**src/fpk_pkg.sv**
```systemverilog
// shared types, constants and helper functions of the meter protocol frame packer
`default_nettype none

package fpk_pkg;

    localparam int unsigned CFG_DATA_W  = 64;
    localparam int unsigned CFG_ADDR_W  = 5;
    localparam int unsigned ADDR_W      = 40;
    localparam int unsigned COUNT_W     = 12;
    localparam int unsigned IDX_W       = 4;

    localparam logic [7:0]  START_BYTE  = 8'h68;
    localparam logic [7:0]  END_BYTE    = 8'h16;
    localparam logic [7:0]  SEQ_BASE    = 8'h60;
    localparam logic [COUNT_W-1:0] COUNT_MAX = 12'hfff;
    localparam logic [COUNT_W-1:0] FRAME_OVERHEAD = 12'd8;
    localparam logic [COUNT_W-1:0] UNIT_ID_BYTES  = 12'd4;

    localparam logic [7:0]        CONTROL_RESET  = 8'h4b;
    localparam logic [ADDR_W-1:0] ADDRESS_RESET  = 40'h04_0001_2500;
    localparam logic [1:0]        PROTOCOL_RESET = 2'd2;

    localparam logic [1:0] REG_CONTROL  = 2'd0;
    localparam logic [1:0] REG_ADDRESS  = 2'd1;
    localparam logic [1:0] REG_PROTOCOL = 2'd2;

    localparam logic [IDX_W-1:0] HEADER_LAST_IDX = 4'd13;
    localparam logic [IDX_W-1:0] UNIT_LAST_IDX   = 4'd3;
    localparam logic [IDX_W-1:0] DATA_LAST_IDX   = 4'd0;
    localparam logic [IDX_W-1:0] END_LAST_IDX    = 4'd1;
    localparam logic [IDX_W-1:0] HEADER_SUM_IDX  = 4'd6;

    typedef enum logic [1:0] {
        KIND_HEADER = 2'd0,
        KIND_UNIT   = 2'd1,
        KIND_DATA   = 2'd2,
        KIND_END    = 2'd3
    } kind_t;

    // header: len lo, len hi, afn, seq; unit: four id bytes; data: byte 0
    typedef struct packed {
        kind_t           kind;
        logic [3:0][7:0] bytes;
        logic            mismatch;
    } cmd_t;

    function automatic logic [7:0] bcd_byte(input logic [7:0] v);
        logic [6:0]  t;
        logic [13:0] prod;
        logic [3:0]  tens;
        logic [6:0]  units;
        begin
            if (v >= 8'd200)
            begin
                t = 7'(v - 8'd200);
            end
            else if (v >= 8'd100)
            begin
                t = 7'(v - 8'd100);
            end
            else
            begin
                t = v[6:0];
            end
            prod  = 14'(t) * 14'd103;
            tens  = prod[13:10];
            units = t - 7'(tens) * 7'd10;
            return {tens, units[3:0]};
        end
    endfunction

    function automatic logic [7:0] bit_byte(input logic [2:0] pos);
        begin
            return 8'd1 << pos;
        end
    endfunction

endpackage

`default_nettype wire

```
**src/fpk_front.sv**
```systemverilog
// front end: accepts requests, keeps frame counters and encodes each request
`default_nettype none

module fpk_front
    import fpk_pkg::*;
(
    input  wire logic                clk,
    input  wire logic                rst_n,
    input  wire logic                accept,
    input  wire logic [1:0]          kind,
    input  wire logic [7:0]          afn,
    input  wire logic [COUNT_W-1:0]  declared_unit_bytes,
    input  wire logic [10:0]         point_number,
    input  wire logic [7:0]          function_number,
    input  wire logic [7:0]          data_value,
    input  wire logic                use_raw,
    input  wire logic [1:0]          protocol_id,
    output cmd_t                     cmd
);

    logic [3:0]         seq_reg, seq_next;
    logic [COUNT_W-1:0] unit_count_reg, unit_count_next;
    logic [COUNT_W-1:0] declared_reg, declared_next;

    kind_t              kind_in;
    logic [13:0]        len_units;
    logic [15:0]        len;
    logic [10:0]        p_m1;
    logic [7:0]         f_m1;
    logic [COUNT_W:0]   count_sum;
    logic [COUNT_W-1:0] count_add;
    logic [COUNT_W-1:0] count_sat;

    assign kind_in   = kind_t'(kind);
    assign len_units = 14'(declared_unit_bytes) + 14'(FRAME_OVERHEAD);
    assign len       = {len_units, protocol_id};
    assign p_m1      = point_number - 11'd1;
    assign f_m1      = function_number - 8'd1;
    assign count_add = (kind_in == KIND_UNIT) ? UNIT_ID_BYTES : 12'd1;
    assign count_sum = {1'b0, unit_count_reg} + {1'b0, count_add};
    assign count_sat = count_sum[COUNT_W] ? COUNT_MAX : count_sum[COUNT_W-1:0];

    always_comb
    begin
        seq_next        = seq_reg;
        unit_count_next = unit_count_reg;
        declared_next   = declared_reg;
        cmd.kind        = kind_in;
        cmd.bytes       = '0;
        cmd.mismatch    = 1'b0;
        case (kind_in)
            KIND_HEADER:
            begin
                seq_next        = seq_reg + 4'd1;
                unit_count_next = '0;
                declared_next   = declared_unit_bytes;
                cmd.bytes[0]    = len[7:0];
                cmd.bytes[1]    = len[15:8];
                cmd.bytes[2]    = afn;
                cmd.bytes[3]    = SEQ_BASE | {4'd0, seq_next};
            end
            KIND_UNIT:
            begin
                unit_count_next = count_sat;
                if (point_number != 11'd0)
                begin
                    cmd.bytes[0] = bit_byte(p_m1[2:0]);
                    cmd.bytes[1] = p_m1[10:3] + 8'd1;
                end
                if (function_number != 8'd0)
                begin
                    cmd.bytes[2] = bit_byte(f_m1[2:0]);
                    cmd.bytes[3] = {3'd0, f_m1[7:3]};
                end
            end
            KIND_DATA:
            begin
                unit_count_next = count_sat;
                cmd.bytes[0]    = use_raw ? data_value : bcd_byte(data_value);
            end
            KIND_END:
            begin
                cmd.mismatch = (unit_count_reg != declared_reg);
            end
            default:
            begin
                cmd.kind = KIND_END;
            end
        endcase
    end

    always_ff @(posedge clk or negedge rst_n)
    begin
        if (!rst_n)
        begin
            seq_reg        <= '0;
            unit_count_reg <= '0;
            declared_reg   <= '0;
        end
        else if (accept)
        begin
            seq_reg        <= seq_next;
            unit_count_reg <= unit_count_next;
            declared_reg   <= declared_next;
        end
    end

endmodule

`default_nettype wire

```
**src/fpk_queue.sv**
```systemverilog
// two-entry request queue between front end and byte sequencer
`default_nettype none

module fpk_queue
    import fpk_pkg::*;
(
    input  wire logic clk,
    input  wire logic rst_n,
    input  wire logic wr_en,
    input  cmd_t      wr_data,
    output logic      full,
    input  wire logic rd_en,
    output cmd_t      rd_data,
    output logic      rd_valid
);

    cmd_t       entry_reg [2];
    logic       wr_ptr_reg;
    logic       rd_ptr_reg;
    logic [1:0] count_reg;

    assign full     = (count_reg == 2'd2);
    assign rd_valid = (count_reg != 2'd0);
    assign rd_data  = entry_reg[rd_ptr_reg];

    always_ff @(posedge clk)
    begin
        if (wr_en)
        begin
            entry_reg[wr_ptr_reg] <= wr_data;
        end
    end

    always_ff @(posedge clk or negedge rst_n)
    begin
        if (!rst_n)
        begin
            wr_ptr_reg <= 1'b0;
            rd_ptr_reg <= 1'b0;
            count_reg  <= '0;
        end
        else
        begin
            if (wr_en)
            begin
                wr_ptr_reg <= ~wr_ptr_reg;
            end
            if (rd_en)
            begin
                rd_ptr_reg <= ~rd_ptr_reg;
            end
            if (wr_en && !rd_en)
            begin
                count_reg <= count_reg + 2'd1;
            end
            else if (!wr_en && rd_en)
            begin
                count_reg <= count_reg - 2'd1;
            end
        end
    end

endmodule

`default_nettype wire

```
**src/fpk_back.sv**
```systemverilog
// byte sequencer: expands queued requests into frame bytes and keeps the checksum
`default_nettype none

module fpk_back
    import fpk_pkg::*;
(
    input  wire logic              clk,
    input  wire logic              rst_n,
    input  wire logic              cmd_valid,
    input  cmd_t                   cmd,
    output logic                   cmd_pop,
    input  wire logic [7:0]        control_code,
    input  wire logic [ADDR_W-1:0] station_address,
    output logic                   empty,
    input  wire logic              pop,
    output logic [7:0]             out_byte,
    output logic                   last,
    output logic                   length_mismatch
);

    logic             out_valid_reg;
    logic [7:0]       out_byte_reg;
    logic             last_reg;
    logic             mismatch_reg;
    logic [7:0]       sum_reg, sum_next;
    logic [IDX_W-1:0] idx_reg;

    logic             advance;
    logic [IDX_W-1:0] last_idx;
    logic [7:0]       byte_sel;
    logic             summed;
    logic             is_end_byte;

    assign empty           = !out_valid_reg;
    assign out_byte        = out_byte_reg;
    assign last            = last_reg;
    assign length_mismatch = mismatch_reg;

    assign advance = cmd_valid && (!out_valid_reg || pop);
    assign cmd_pop = advance && (idx_reg == last_idx);

    always_comb
    begin
        last_idx    = DATA_LAST_IDX;
        byte_sel    = cmd.bytes[0];
        summed      = 1'b1;
        is_end_byte = 1'b0;
        sum_next    = sum_reg;
        case (cmd.kind)
            KIND_HEADER:
            begin
                last_idx = HEADER_LAST_IDX;
                summed   = (idx_reg >= HEADER_SUM_IDX);
                case (idx_reg)
                    4'd0:    byte_sel = START_BYTE;
                    4'd1:    byte_sel = cmd.bytes[0];
                    4'd2:    byte_sel = cmd.bytes[1];
                    4'd3:    byte_sel = cmd.bytes[0];
                    4'd4:    byte_sel = cmd.bytes[1];
                    4'd5:    byte_sel = START_BYTE;
                    4'd6:    byte_sel = control_code;
                    4'd7:    byte_sel = station_address[7:0];
                    4'd8:    byte_sel = station_address[15:8];
                    4'd9:    byte_sel = station_address[23:16];
                    4'd10:   byte_sel = station_address[31:24];
                    4'd11:   byte_sel = station_address[39:32];
                    4'd12:   byte_sel = cmd.bytes[2];
                    default: byte_sel = cmd.bytes[3];
                endcase
            end
            KIND_UNIT:
            begin
                last_idx = UNIT_LAST_IDX;
                byte_sel = cmd.bytes[idx_reg[1:0]];
            end
            KIND_DATA:
            begin
                last_idx = DATA_LAST_IDX;
            end
            default:
            begin
                last_idx    = END_LAST_IDX;
                summed      = 1'b0;
                is_end_byte = (idx_reg == END_LAST_IDX);
                byte_sel    = is_end_byte ? END_BYTE : sum_reg;
            end
        endcase
        if (cmd.kind == KIND_HEADER && idx_reg == '0)
        begin
            sum_next = '0;
        end
        else if (summed)
        begin
            sum_next = sum_reg + byte_sel;
        end
    end

    always_ff @(posedge clk)
    begin
        if (advance)
        begin
            out_byte_reg <= byte_sel;
            last_reg     <= is_end_byte;
            mismatch_reg <= is_end_byte && cmd.mismatch;
        end
    end

    always_ff @(posedge clk or negedge rst_n)
    begin
        if (!rst_n)
        begin
            out_valid_reg <= 1'b0;
            sum_reg       <= '0;
            idx_reg       <= '0;
        end
        else
        begin
            if (advance)
            begin
                out_valid_reg <= 1'b1;
                sum_reg       <= sum_next;
                idx_reg       <= cmd_pop ? '0 : idx_reg + 4'd1;
            end
            else if (pop)
            begin
                out_valid_reg <= 1'b0;
            end
        end
    end

endmodule

`default_nettype wire

```
**src/meter_protocol_frame_packer.sv**
```systemverilog
// top level of the meter protocol frame packer with its configuration registers
//
// requests enter through push/full: header, unit identifier, data byte or end.
// frame bytes leave through empty/pop, one byte per pop on the result side,
// oldest first; last marks the closing 0x16 byte and length_mismatch on that
// byte reports a unit byte count that differs from the header's declared count.
// a request accepted into an idle block passes through the queue entry and
// then the output byte register before its first byte shows.
// the byte sequencer sends one byte per cycle unless the receiver stalls; a header
// gives 14 bytes, a unit identifier 4, a data byte 1 and an end request 2; a
// two-entry queue lets the front end take requests while the sequencer is busy.
// a stalled receiver holds the current byte; the queue then fills and full rises.
// registers (64-bit apb, byte address 8*i): control code, station address,
// protocol id; write them only while no frame bytes are pending.
// reset clears the sequence counter, checksum and counts, restores register
// defaults and leaves the result side empty.
`default_nettype none

module meter_protocol_frame_packer
    import fpk_pkg::*;
(
    input  wire logic                  clk,
    input  wire logic                  rst_n,
    input  wire logic                  push,
    output logic                       full,
    input  wire logic [1:0]            kind,
    input  wire logic [7:0]            afn,
    input  wire logic [COUNT_W-1:0]    declared_unit_bytes,
    input  wire logic [10:0]           point_number,
    input  wire logic [7:0]            function_number,
    input  wire logic [7:0]            data_value,
    input  wire logic                  use_raw,
    output logic                       empty,
    input  wire logic                  pop,
    output logic [7:0]                 out_byte,
    output logic                       last,
    output logic                       length_mismatch,
    input  wire logic                  psel,
    input  wire logic                  penable,
    input  wire logic                  pwrite,
    input  wire logic [CFG_ADDR_W-1:0] paddr,
    input  wire logic [CFG_DATA_W-1:0] pwdata,
    output logic [CFG_DATA_W-1:0]      prdata,
    output logic                       pready
);

    logic [7:0]        control_code_reg;
    logic [ADDR_W-1:0] station_address_reg;
    logic [1:0]        protocol_id_reg;

    logic              cfg_write;
    logic [1:0]        reg_index;
    logic              accept;
    cmd_t              front_cmd;
    cmd_t              queue_cmd;
    logic              queue_valid;
    logic              queue_pop;

    assign pready    = 1'b1;
    assign cfg_write = psel && penable && pwrite && pready;
    assign reg_index = paddr[4:3];
    assign accept    = push && !full;

    always_comb
    begin
        case (reg_index)
            REG_CONTROL:  prdata = {56'd0, control_code_reg};
            REG_ADDRESS:  prdata = {24'd0, station_address_reg};
            REG_PROTOCOL: prdata = {62'd0, protocol_id_reg};
            default:      prdata = '0;
        endcase
    end

    always_ff @(posedge clk or negedge rst_n)
    begin
        if (!rst_n)
        begin
            control_code_reg    <= CONTROL_RESET;
            station_address_reg <= ADDRESS_RESET;
            protocol_id_reg     <= PROTOCOL_RESET;
        end
        else if (cfg_write)
        begin
            case (reg_index)
                REG_CONTROL:  control_code_reg    <= pwdata[7:0];
                REG_ADDRESS:  station_address_reg <= pwdata[ADDR_W-1:0];
                REG_PROTOCOL: protocol_id_reg     <= pwdata[1:0];
                default:      ;
            endcase
        end
    end

    fpk_front u_front (
        .clk                 (clk),
        .rst_n               (rst_n),
        .accept              (accept),
        .kind                (kind),
        .afn                 (afn),
        .declared_unit_bytes (declared_unit_bytes),
        .point_number        (point_number),
        .function_number     (function_number),
        .data_value          (data_value),
        .use_raw             (use_raw),
        .protocol_id         (protocol_id_reg),
        .cmd                 (front_cmd)
    );

    fpk_queue u_queue (
        .clk      (clk),
        .rst_n    (rst_n),
        .wr_en    (accept),
        .wr_data  (front_cmd),
        .full     (full),
        .rd_en    (queue_pop),
        .rd_data  (queue_cmd),
        .rd_valid (queue_valid)
    );

    fpk_back u_back (
        .clk             (clk),
        .rst_n           (rst_n),
        .cmd_valid       (queue_valid),
        .cmd             (queue_cmd),
        .cmd_pop         (queue_pop),
        .control_code    (control_code_reg),
        .station_address (station_address_reg),
        .empty           (empty),
        .pop             (pop),
        .out_byte        (out_byte),
        .last            (last),
        .length_mismatch (length_mismatch)
    );

endmodule

`default_nettype wire
```
**config.mk**
```make
export PLATFORM = sky130hd
export DESIGN_NAME = meter_protocol_frame_packer
export DESIGN_NICKNAME = d
export VERILOG_FILES = /design/src/fpk_pkg.sv /design/src/fpk_front.sv /design/src/fpk_queue.sv /design/src/fpk_back.sv /design/src/meter_protocol_frame_packer.sv
export SDC_FILE = /design/constraint.sdc
export NUM_CORES = 1
export LEC_CHECK = 0
export BUFFER_PORTS_ARGS = -buffer_cell sky130_fd_sc_hd__buf_2
export CORE_ASPECT_RATIO = 0.8
export CORE_MARGIN = 4
export CORE_UTILIZATION = 59
export CTS_BUF_LIST = sky130_fd_sc_hd__clkbuf_2 sky130_fd_sc_hd__clkbuf_4 sky130_fd_sc_hd__clkbuf_8
export DETAILED_ROUTE_END_ITERATION = 16
export PLACE_DENSITY = 0.82
export SYNTH_ARGS = -nofsm -noshare
export SYNTH_HDL_FRONTEND = slang
export SYNTH_HIERARCHICAL = 1
export SYNTH_SLANG_ARGS = --single-unit
```
**constraint.sdc**
```tcl
create_clock -name clk -period 5.1 [get_ports clk]
set_input_delay 0.51 -clock clk [delete_from_list [all_inputs] [get_ports clk]]
set_output_delay 0.51 -clock clk [all_outputs]
set_load 0.005 [all_outputs]
```
==> impl_metrics.json, run 1 <==
{
  "setup_total_negative_slack_ns": -0.480,
  "place.gp.congestion": 0.939,
  "critPathMaxStageDelay_ns": 0.52,
  "synth.cells.most_frequent": "85 x dfrtp_1, 80 x edfxtp_1, 77 x nand2_1, 71 x ha_1, 62 x mux2_2",
  "clk_transition_reported_paths_ns": 0.09,
  "postSynthCellCount": 1039,
  "finish.instance_area_um2": 13500,
  "synthesis.area_um2": 11500,
  "number_of_antenna_violations_at_the_first_check_in_global_routing": 0,
  "avgSynthCellArea_um2": 11.1,
  "grt.overflow.total": 0,
  "via_count": 8826,
  "clock_tree.buffer_depth": 2,
  "gr-usage-all-layers": 0.251,
  "vdd.ir_drop.worst_v": 0.000262,
  "die_width_um": 164,
  "drive_above_1_share": 0.347,
  "worst_path_max_delay_cell": "fa_1",
  "synth_most_common_cell": "dfrtp_1",
  "synth_seq_area_share": 0.417,
  "clock_tree.htree_level_count": 4,
  "max-slew-margin-rel": 0.347,
  "power_density_nw_per_um2": 528,
  "max-cap-violations": 0,
  "crit_path_start_kind": "input port",
  "critPathMaxFanout": 3,
  "design.portCount": 203,
  "criticalPathCategory": "in -> reg",
  "yosysTopAreaCell": "edfxtp_1",
  "initial_utilization": 0.602,
  "power_leakage_nw": 5.98,
  "failing_checks": "negative setup slack",
  "initialDrtViolationCount": 766,
  "postLayoutCoreUtil": 0.707,
  "root_buffer": "clkbuf_8",
  "post-route-period-util": 1.03,
  "drtAntennaViolNets": 0,
  "dp.cells": 1446,
  "portBuffers": 150,
  "endpoint_kind": "register",
  "hold_viol": 0,
  "setup_violations": 4,
  "rows": 45,
  "core_area_um2": 19100,
  "timing.fmax_mhz": 190,
  "cts_made_buffers": 17,
  "clock_skew_ns": 0.0222,
  "dp_hpwl_um": 21200,
  "critical_path_arrival_ns": 5.44,
  "critical_path_required_ns": 5.28,
  "drcViolationCount": 0,
  "flip_flop_count_of_the_largest_register_all_copies_and_words_added": 70,
  "diodes": 0,
  "layoutNonFillerInstCount": 1492,
  "fin_ws_ns": -0.153,
  "pin_count_of_the_biggest_net_entering_global_routing": 54,
  "clk-insertion-delay-late_ns": 0.47,
  "power.total_mw": 7.13,
  "die_y_um": 133,
  "first_pass_grt_wire_length_um": 43500,
  "ys_seq_elements": 175,
  "layout_min_cycle_time_ns": 5.25,
  "grt_setup_unrepaired": "true",
  "path_delay_family": "adder cells",
  "fin_nets": 1427,
  "ys_dominant_reg_cell": "dfrtp_1",
  "maxSlewViolCount": 0,
  "result_of_the_run": "complete, but fails checks",
  "min_path_type": "in -> async",
  "detail_route.first_pass.iterations": 9,
  "first_global_vias": 8670,
  "area_growth_from_synthesis_to_layout_pct": 17.4,
  "synth_enable_flop_cells": 80,
  "synthArstFlopShare": 0.543,
  "cts_tree": "built",
  "crit_buf_inv": 7,
  "netlist-cell-type-count": 84,
  "routed_via_density": 5.92,
  "synth.top_cell.area_share": 0.209,
  "placed_cell_area_um2": 12700,
  "tritoncts_num_sinks": 175,
  "synth_warnings": 6,
  "tightestPinTransition_ns": 0.980,
  "wl_per_cell_um": 18.9,
  "routed_wl_um": 28200,
  "die-area_um2": 21800,
  "cell_types_with_the_largest_area_share_after_synthesis": "edfxtp_1 21%, dfrtp_1 18%, ha_1 7.7%"
}
area by class of cell:
cell class                      instances  area (µm²)
Inverter                               49         204
Clock inverter                         13         180
Tap cell                              258         323
Timing Repair Buffer                  217        1300
Fill cell                            1329        5590
Multi-Input combinational cell        761        6450
Sequential cell                       175        4790
Clock buffer                           19         246
where the power goes:
part	internal [mW]	switching, mW	leakage, nW	total [mW]
Sequential	1.97	0.303	1.92	2.27
Combinational	1.84	1.99	3.84	3.83
Clock	0.506	0.518	0.222	1.02
layout by cell type, fill, tap and decap left out, types with 11 or more instances in the layout:
cell      count
a21oi_1      29
a221oi_1     11
a22oi_1      14
and2_1       40
buf_2       145
buf_4        66
clkbuf_8     17
conb_1       26
dfrtp_1      84
edfxtp_1     80
ha_1         57
ha_4         12
inv_1        36
mux2_2       61
mux2_4       30
mux2i_1      11
nand2_1      76
nand3_1      22
nor2_1       46
nor2b_1      11
o21ai_0      43
o31ai_1      13
xnor2_1      22
xor2_1       36
layer usage:
layer  global-route usage  vias up  wire length [µm]  part of all wire
li1                     -     4110                 -                 -
met1                0.339     4267             11700              0.41
met2                0.410      385             13600              0.48
met3               0.0467       64              2150             0.076
met4               0.0838        0               735             0.026
met5                    0        -                 0                 0
final timing paths:
check	from	to	slack (ns)	cells past startpoint
worst max-delay path	data_value[1]	u_queue/entry_reg[0][3]	-0.15	26
max in group asynchronous	rst_n	station_address_reg[1]	3.99	2
worst max register to register	u_back/idx_reg[0]	u_back/sum_reg[7]	0.68	17
min in group clk	pwdata[35]	station_address_reg[35]	0.26	2
worst min register to register	u_queue/count_reg[1]	u_queue/count_reg[1]	0.50	1
worst min-delay path	rst_n	u_back/sum_reg[4]	0.03	1
kinds of logic after synthesis:
kind of cell | share of synthesized area
AOI/OAI and AO/OA | 0.128
xor gates and xnor gates | 0.0484
adders and majority gates | 0.0929
buffers and inverters | 0.0606
DFF | 0.417
muxes | 0.134
other | 0.000979
and+or+nand+nor | 0.118
through the flow:
stage                     worst slack (ns)  hold slack (ns)
after CTS                          -0.0541           0.0287
final                               -0.153           0.0285
after global placement              -0.576            0.470
after global routing                -0.319           0.0370
after detailed placement            -0.740            0.479
after floorplan                     -0.317            0.214
what timing repair did:
item / 4_1_cts / 5_1_grt
pin swaps: 27 / 34
setup buffers: 10 / 4
setup endpoints to repair: 5 / 10
gates resized for setup: 26 / 22
hold buffers: 0 / 0
(Power assumes the default switching activity.)
==> run 2, diff against run 1 <==
Settings changed: RECOVER_POWER from default to 25.
==> run 2 against run 1 <==
  * The flow finishes with violations (max-capacitance violations, max-slew violations, negative setup slack)
  * Final cell count did not move
  * Register-to-register slack better by 0.02 ns
  * Non-clock buffer count stayed put
  * Cell area down 0.15%
  * Routed wire length grew 0.16%
  * Clock skew decreased by 0.0013 ns
  * Clock power barely moved
  * Combinational power hardly changed
  * Sequential cell count is the same
  * Die area did not move
==> impl_metrics.json, run 2 (synthesis results as in run 1) <==
{
  "placed_cell_area_um2": 12700,
  "power_density_nw_per_um2": 530,
  "cts_tree": "built",
  "routed_wl_um": 28200,
  "routed_via_density": 5.96,
  "criticalPathCategory": "in -> reg",
  "critPathMaxStageDelay_ns": 0.52,
  "place.gp.congestion": 0.939,
  "hold_viol": 0,
  "grt_setup_unrepaired": "true",
  "area_growth_from_synthesis_to_layout_pct": 17.2,
  "postLayoutCoreUtil": 0.706,
  "crit_buf_inv": 7,
  "tightestPinTransition_ns": 2.69,
  "first_pass_grt_wire_length_um": 43500,
  "max-cap-violations": 2,
  "p_int_mw": 4.32,
  "fin_nets": 1427,
  "max-slew-margin-rel": -0.793,
  "finish.instance_area_um2": 13500,
  "setup_total_negative_slack_ns": -0.474,
  "diodes": 0,
  "detail_route.first_pass.iterations": 6,
  "failing_checks": "max-capacitance violations, max-slew violations, negative setup slack",
  "dp_hpwl_um": 21200,
  "endpoint_kind": "register",
  "worst_path_max_delay_cell": "fa_1",
  "initial_utilization": 0.602,
  "clk-insertion-delay-late_ns": 0.47,
  "root_buffer": "clkbuf_8",
  "p_sw_frac": 0.395,
  "design.portCount": 203,
  "critical_path_arrival_ns": 5.43,
  "combinationalPowerShare": 0.538,
  "gr-usage-all-layers": 0.251,
  "crit_path_start_kind": "input port",
  "maxSlewViolCount": 98,
  "layout.cells.most_common": "buf_2",
  "fin_ws_ns": -0.151,
  "critPathMaxFanout": 3,
  "net-switching-power_mw": 2.82,
  "drtAntennaViolNets": 0,
  "post_cts_hold_buffer_count": 0,
  "vdd.ir_drop.worst_v": 0.000263,
  "die-area_um2": 21800,
  "number_of_antenna_violations_at_the_first_check_in_global_routing": 0,
  "min_path_type": "in -> reg",
  "result_of_the_run": "complete, but fails checks",
  "via_count": 8895,
  "wl_per_cell_um": 18.9,
  "setup_violations": 4,
  "critical_path_required_ns": 5.28,
  "grt.overflow.total": 0,
  "clock_tree.buffer_depth": 2,
  "hold-worst-slack_ns": 0.261,
  "pin_count_of_the_biggest_net_entering_global_routing": 54,
  "post-route-period-util": 1.03,
  "core_area_um2": 19100,
  "rows": 45,
  "drcViolationCount": 0,
  "clock_tree.htree_level_count": 4,
  "fill_cells": 1334,
  "die_y_um": 133,
  "die_width_um": 164,
  "clk_transition_reported_paths_ns": 0.10,
  "initialDrtViolationCount": 788,
  "clock_skew_ns": 0.0209,
  "power_leakage_nw": 5.97,
  "path_delay_family": "adder cells",
  "portBuffers": 150,
  "detailedPlace.worstSlack_ns": -0.740,
  "power_frac_seq": 0.318,
  "drive_above_1_share": 0.344,
  "share_clk_of_total_power": 0.144,
  "layout_min_cycle_time_ns": 5.25,
  "flip_flop_count_of_the_largest_register_all_copies_and_words_added": 70,
  "first_global_vias": 8670,
  "tritoncts_num_sinks": 175,
  "most-common-layout-cells": "144 x buf_2, 84 x dfrtp_1, 80 x edfxtp_1, 76 x nand2_1, 64 x buf_4",
  "timing.fmax_mhz": 190,
  "cts_made_buffers": 17
}
run 2: through the flow:
| stage | total power, mW | instances |
|---|---|---|
| 2_1_floorplan | 4.86 | 1062 |
| 3_3_place_gp | 5.72 | 1446 |
| 3_5_place_dp | 5.85 | 1446 |
| 4_1_cts | 7.04 | 1488 |
| 5_1_grt | 7.58 | 1492 |
| 6_report | 7.14 | 1492 |
run 2: worst paths after layout:
kind	cells past startpoint	from	endpoint	slack, ns
setup / recovery	26	data_value[1]	u_queue/entry_reg[0][3]	-0.15
hold / removal	2	pwdata[35]	station_address_reg[35]	0.26
min in group asynchronous	1	rst_n	u_back/sum_reg[4]	0.76
hold reg to reg	1	u_queue/count_reg[1]	u_queue/count_reg[1]	0.50
max in group asynchronous	2	rst_n	station_address_reg[1]	0.86
setup reg to reg	17	u_back/idx_reg[0]	u_back/sum_reg[7]	0.70
run 2: final cells by class:
cell class / instances / area, µm² / share of cell area
multi-input combinational: 761 / 6440 / 0.478
sequential: 175 / 4790 / 0.356
timing repair buffer: 217 / 1290 / 0.0959
tap: 258 / 323 / 0.0240
clock buffer: 19 / 246 / 0.0183
inverter: 49 / 204 / 0.0151
clock inverter: 13 / 180 / 0.0134
run 2: power by group through the flow:
| stage | combinational (mW) | clock [mW] | sequential, mW |
|---|---|---|---|
| CTS | 3.73 | 1.04 | 2.27 |
| finish | 3.84 | 1.02 | 2.27 |
| floorplan | 2.68 | 0 | 2.17 |
| global placement | 3.45 | 0 | 2.27 |
| global route | 4.15 | 1.11 | 2.32 |
| detailed placement | 3.55 | 0 | 2.30 |
run 2: worst register-to-register path, stage by stage (launching register included):
cell,delay (ns)
dfrtp_1,0.63
inv_1,0.15
ha_1,0.37
buf_4,0.23
a22o_1,0.21
a221oi_1,0.40
o21ai_0,0.14
a22oi_1,0.17
o211ai_1,0.11
a222oi_1,0.55
o21ai_1,0.15
ha_1,0.36
nor3_1,0.06
nor2_1,0.14
nand2_1,0.10
and2_1,0.17
a221oi_2,0.24
o41ai_2,0.11
run 2: layer usage:
| metal | up-vias | GRT usage | routed length [µm] |
|---|---|---|---|
| met4 | 0 | 0.0838 | 733 |
| met3 | 64 | 0.0467 | 2250 |
| met5 | - | 0 | 0 |
| li1 | 4112 | - | - |
| met2 | 437 | 0.410 | 13600 |
| met1 | 4282 | 0.339 | 11600 |
run 2: what timing repair did:
item                                    4_1_cts  5_1_grt
endpoints found under the setup margin        5       10
pin swaps                                    27       34
setup buffers                                10        4
gates resized for setup                      26       22
==> run 3, diff against run 2 <==
Settings changed: CORE_UTILIZATION 59 to 57, CTS_BUF_LIST sky130_fd_sc_hd__clkbuf_2 sky130_fd_sc_hd__clkbuf_4 sky130_fd_sc_hd__clkbuf_8 to sky130_fd_sc_hd__clkbuf_16, PLACE_DENSITY 0.82 to 0.79.
==> run 3 against run 2 <==
  * The flow still finishes with violations (max-capacitance violations, max-slew violations, negative setup slack)
  * Largest cell class unchanged
  * Sequential cell count stayed put
  * Combinational power decreased by 2%
  * Cell area grew 0.88%
  * Clock-buffer cell count decreased by 1
  * Sequential power down 2%
  * Setup slack got worse by 0.062 ns
  * Global-route usage fell by 0.76 points
  * Clock power grew 25%
  * Final cell count about the same
==> impl_metrics.json, run 3 (synthesis results as in run 1) <==
{
  "critPathMaxFanout": 3,
  "wl_per_cell_um": 18.8,
  "routed_wl_um": 28100,
  "layout_min_cycle_time_ns": 5.31,
  "power_frac_seq": 0.308,
  "design.portCount": 203,
  "hold_viol": 0,
  "critical_path_required_ns": 5.26,
  "rrSetupSlack_ns": 0.70,
  "result_of_the_run": "complete, but fails checks",
  "post_cts_hold_buffer_count": 0,
  "drcViolationCount": 0,
  "portBuffers": 150,
  "power_density_nw_per_um2": 534,
  "r2r_path_start": "u_back/idx_reg[0]",
  "most-common-layout-cells": "144 x buf_2, 84 x dfrtp_1, 80 x edfxtp_1, 77 x nand2_1, 61 x mux2_2",
  "tightestPinTransition_ns": 2.12,
  "initial_utilization": 0.581,
  "worst-r2r-cell-count": 19,
  "criticalPathCategory": "in -> reg",
  "max-cap-violations": 1,
  "area_growth_from_synthesis_to_layout_pct": 18.2,
  "p_int_mw": 4.40,
  "die_width_um": 167,
  "reg2reg_to": "u_back/sum_reg[6]",
  "critPathMaxStageDelay_ns": 0.57,
  "via_count": 8760,
  "power_leakage_nw": 6.02,
  "critical_path_arrival_ns": 5.47,
  "detail_route.first_pass.iterations": 8,
  "drive_above_1_share": 0.341,
  "post-route-period-util": 1.04,
  "initialDrtViolationCount": 833,
  "clock_tree.htree_level_count": 4,
  "clk-insertion-delay-late_ns": 0.44,
  "root_buffer": "clkbuf_16",
  "rows": 46,
  "flip_flop_count_of_the_largest_register_all_copies_and_words_added": 70,
  "setup_violations": 6,
  "routed_via_density": 5.87,
  "vdd.ir_drop.worst_v": 0.000324,
  "placed_cell_area_um2": 12800,
  "min_delay_worst_endpoint": "station_address_reg[37]",
  "power.total_mw": 7.26,
  "die-area_um2": 22500,
  "clk_transition_reported_paths_ns": 0.08,
  "critical-path-top-cell-by-count": "ha_4",
  "dp_hpwl_um": 21000,
  "cts_made_buffers": 17,
  "clock_tree.buffer_depth": 2,
  "net-switching-power_mw": 2.86,
  "pin_count_of_the_biggest_net_entering_global_routing": 59,
  "cell_depth_of_the_worst_min_delay_path": 2,
  "clock_skew_ns": 0.0165,
  "grt.overflow.total": 0,
  "grt_setup_unrepaired": "true",
  "fin_ws_ns": -0.213,
  "place.gp.congestion": 0.913,
  "fin_nets": 1422,
  "hp-start": "pwdata[37]",
  "cts_tree": "built",
  "core_area_um2": 19800,
  "layoutNonFillerInstCount": 1493,
  "p_sw_frac": 0.394,
  "max-slew-margin-rel": -0.414,
  "tritoncts_num_sinks": 175,
  "die_y_um": 135,
  "timing.fmax_mhz": 188,
  "failing_checks": "max-capacitance violations, max-slew violations, negative setup slack",
  "maxSlewViolCount": 39,
  "diodes": 0,
  "min_path_type": "in -> reg",
  "drtAntennaViolNets": 0,
  "first_global_vias": 8533,
  "gr-usage-all-layers": 0.244,
  "worst_path_max_delay_cell": "fa_1",
  "number_of_antenna_violations_at_the_first_check_in_global_routing": 0,
  "endpoint_kind": "register",
  "crit_path_start_kind": "input port",
  "first_pass_grt_wire_length_um": 44000,
  "combinationalPowerShare": 0.517,
  "dp.cells": 1452,
  "share_clk_of_total_power": 0.175,
  "layout.cells.most_common": "buf_2",
  "finish.instance_area_um2": 13600
}
-- run 3: what timing repair did --
item,in CTS,in global routing
resized for setup,21,27
pin swaps,16,30
endpoints found under the setup margin,6,10
setup buffers,6,4
-- run 3: final cells by class --
type | count | area (µm²)
multi-input combinational | 761 | 6430
fill | 1467 | 6200
sequential | 175 | 4790
timing repair buffer | 212 | 1260
clock buffer | 18 | 450
tap | 264 | 330
inverter | 49 | 209
clock inverter | 14 | 124
-- run 3: power groups by stage --
stage	registers (mW)	clock network, mW	logic [mW]
finish	2.23	1.27	3.75
global route	2.28	1.35	4.06
CTS	2.23	1.29	3.62
detailed placement	2.26	0	3.54
global placement	2.23	0	3.45
floorplan	2.17	0	2.68
-- run 3: routing by layer --
| layer | share of wire | vias up | global-route usage |
|---|---|---|---|
| li1 | - | 4105 | - |
| met1 | 0.43 | 4259 | 0.327 |
| met2 | 0.48 | 355 | 0.410 |
| met3 | 0.070 | 41 | 0.0500 |
| met4 | 0.019 | 0 | 0.0622 |
| met5 | 0 | - | 0 |
-- run 3: metrics by stage --
step / hold slack (ns) / utilization / setup WS [ns] / setup TNS [ns]
CTS: 0.0433 / 0.680 / -0.182 / -0.705
floorplan: 0.214 / - / -0.317 / -0.940
detailed placement: 0.476 / 0.644 / -0.788 / -5.74
global route: 0.284 / 0.687 / -0.386 / -1.72
global placement: 0.468 / 0.644 / -0.578 / -3.62
finish: 0.285 / 0.687 / -0.213 / -0.680
-- run 3: critical path, delay by kind of cell --
| kind | cells | cell delay, ns |
|---|---|---|
| AOI/OAI and AO/OA | 7 | 1.28 |
| xor gates and xnor gates | 2 | 0.30 |
| adders and majority gates | 8 | 2.61 |
| buffers and inverters | 7 | 0.50 |
| muxes | 1 | 0.28 |
-- run 3: worst max path at each step --
stage,start,to,slack [ns]
3_3_place_gp,data_value[1],u_queue/entry_reg[0][3],-0.58
6_report,data_value[1],u_queue/entry_reg[0][3],-0.21
2_1_floorplan,data_value[1],u_queue/entry_reg[0][3],-0.32
5_1_grt,data_value[1],u_queue/entry_reg[0][3],-0.39
3_5_place_dp,data_value[1],u_queue/entry_reg[0][3],-0.79
4_1_cts,data_value[2],u_queue/entry_reg[0][3],-0.18
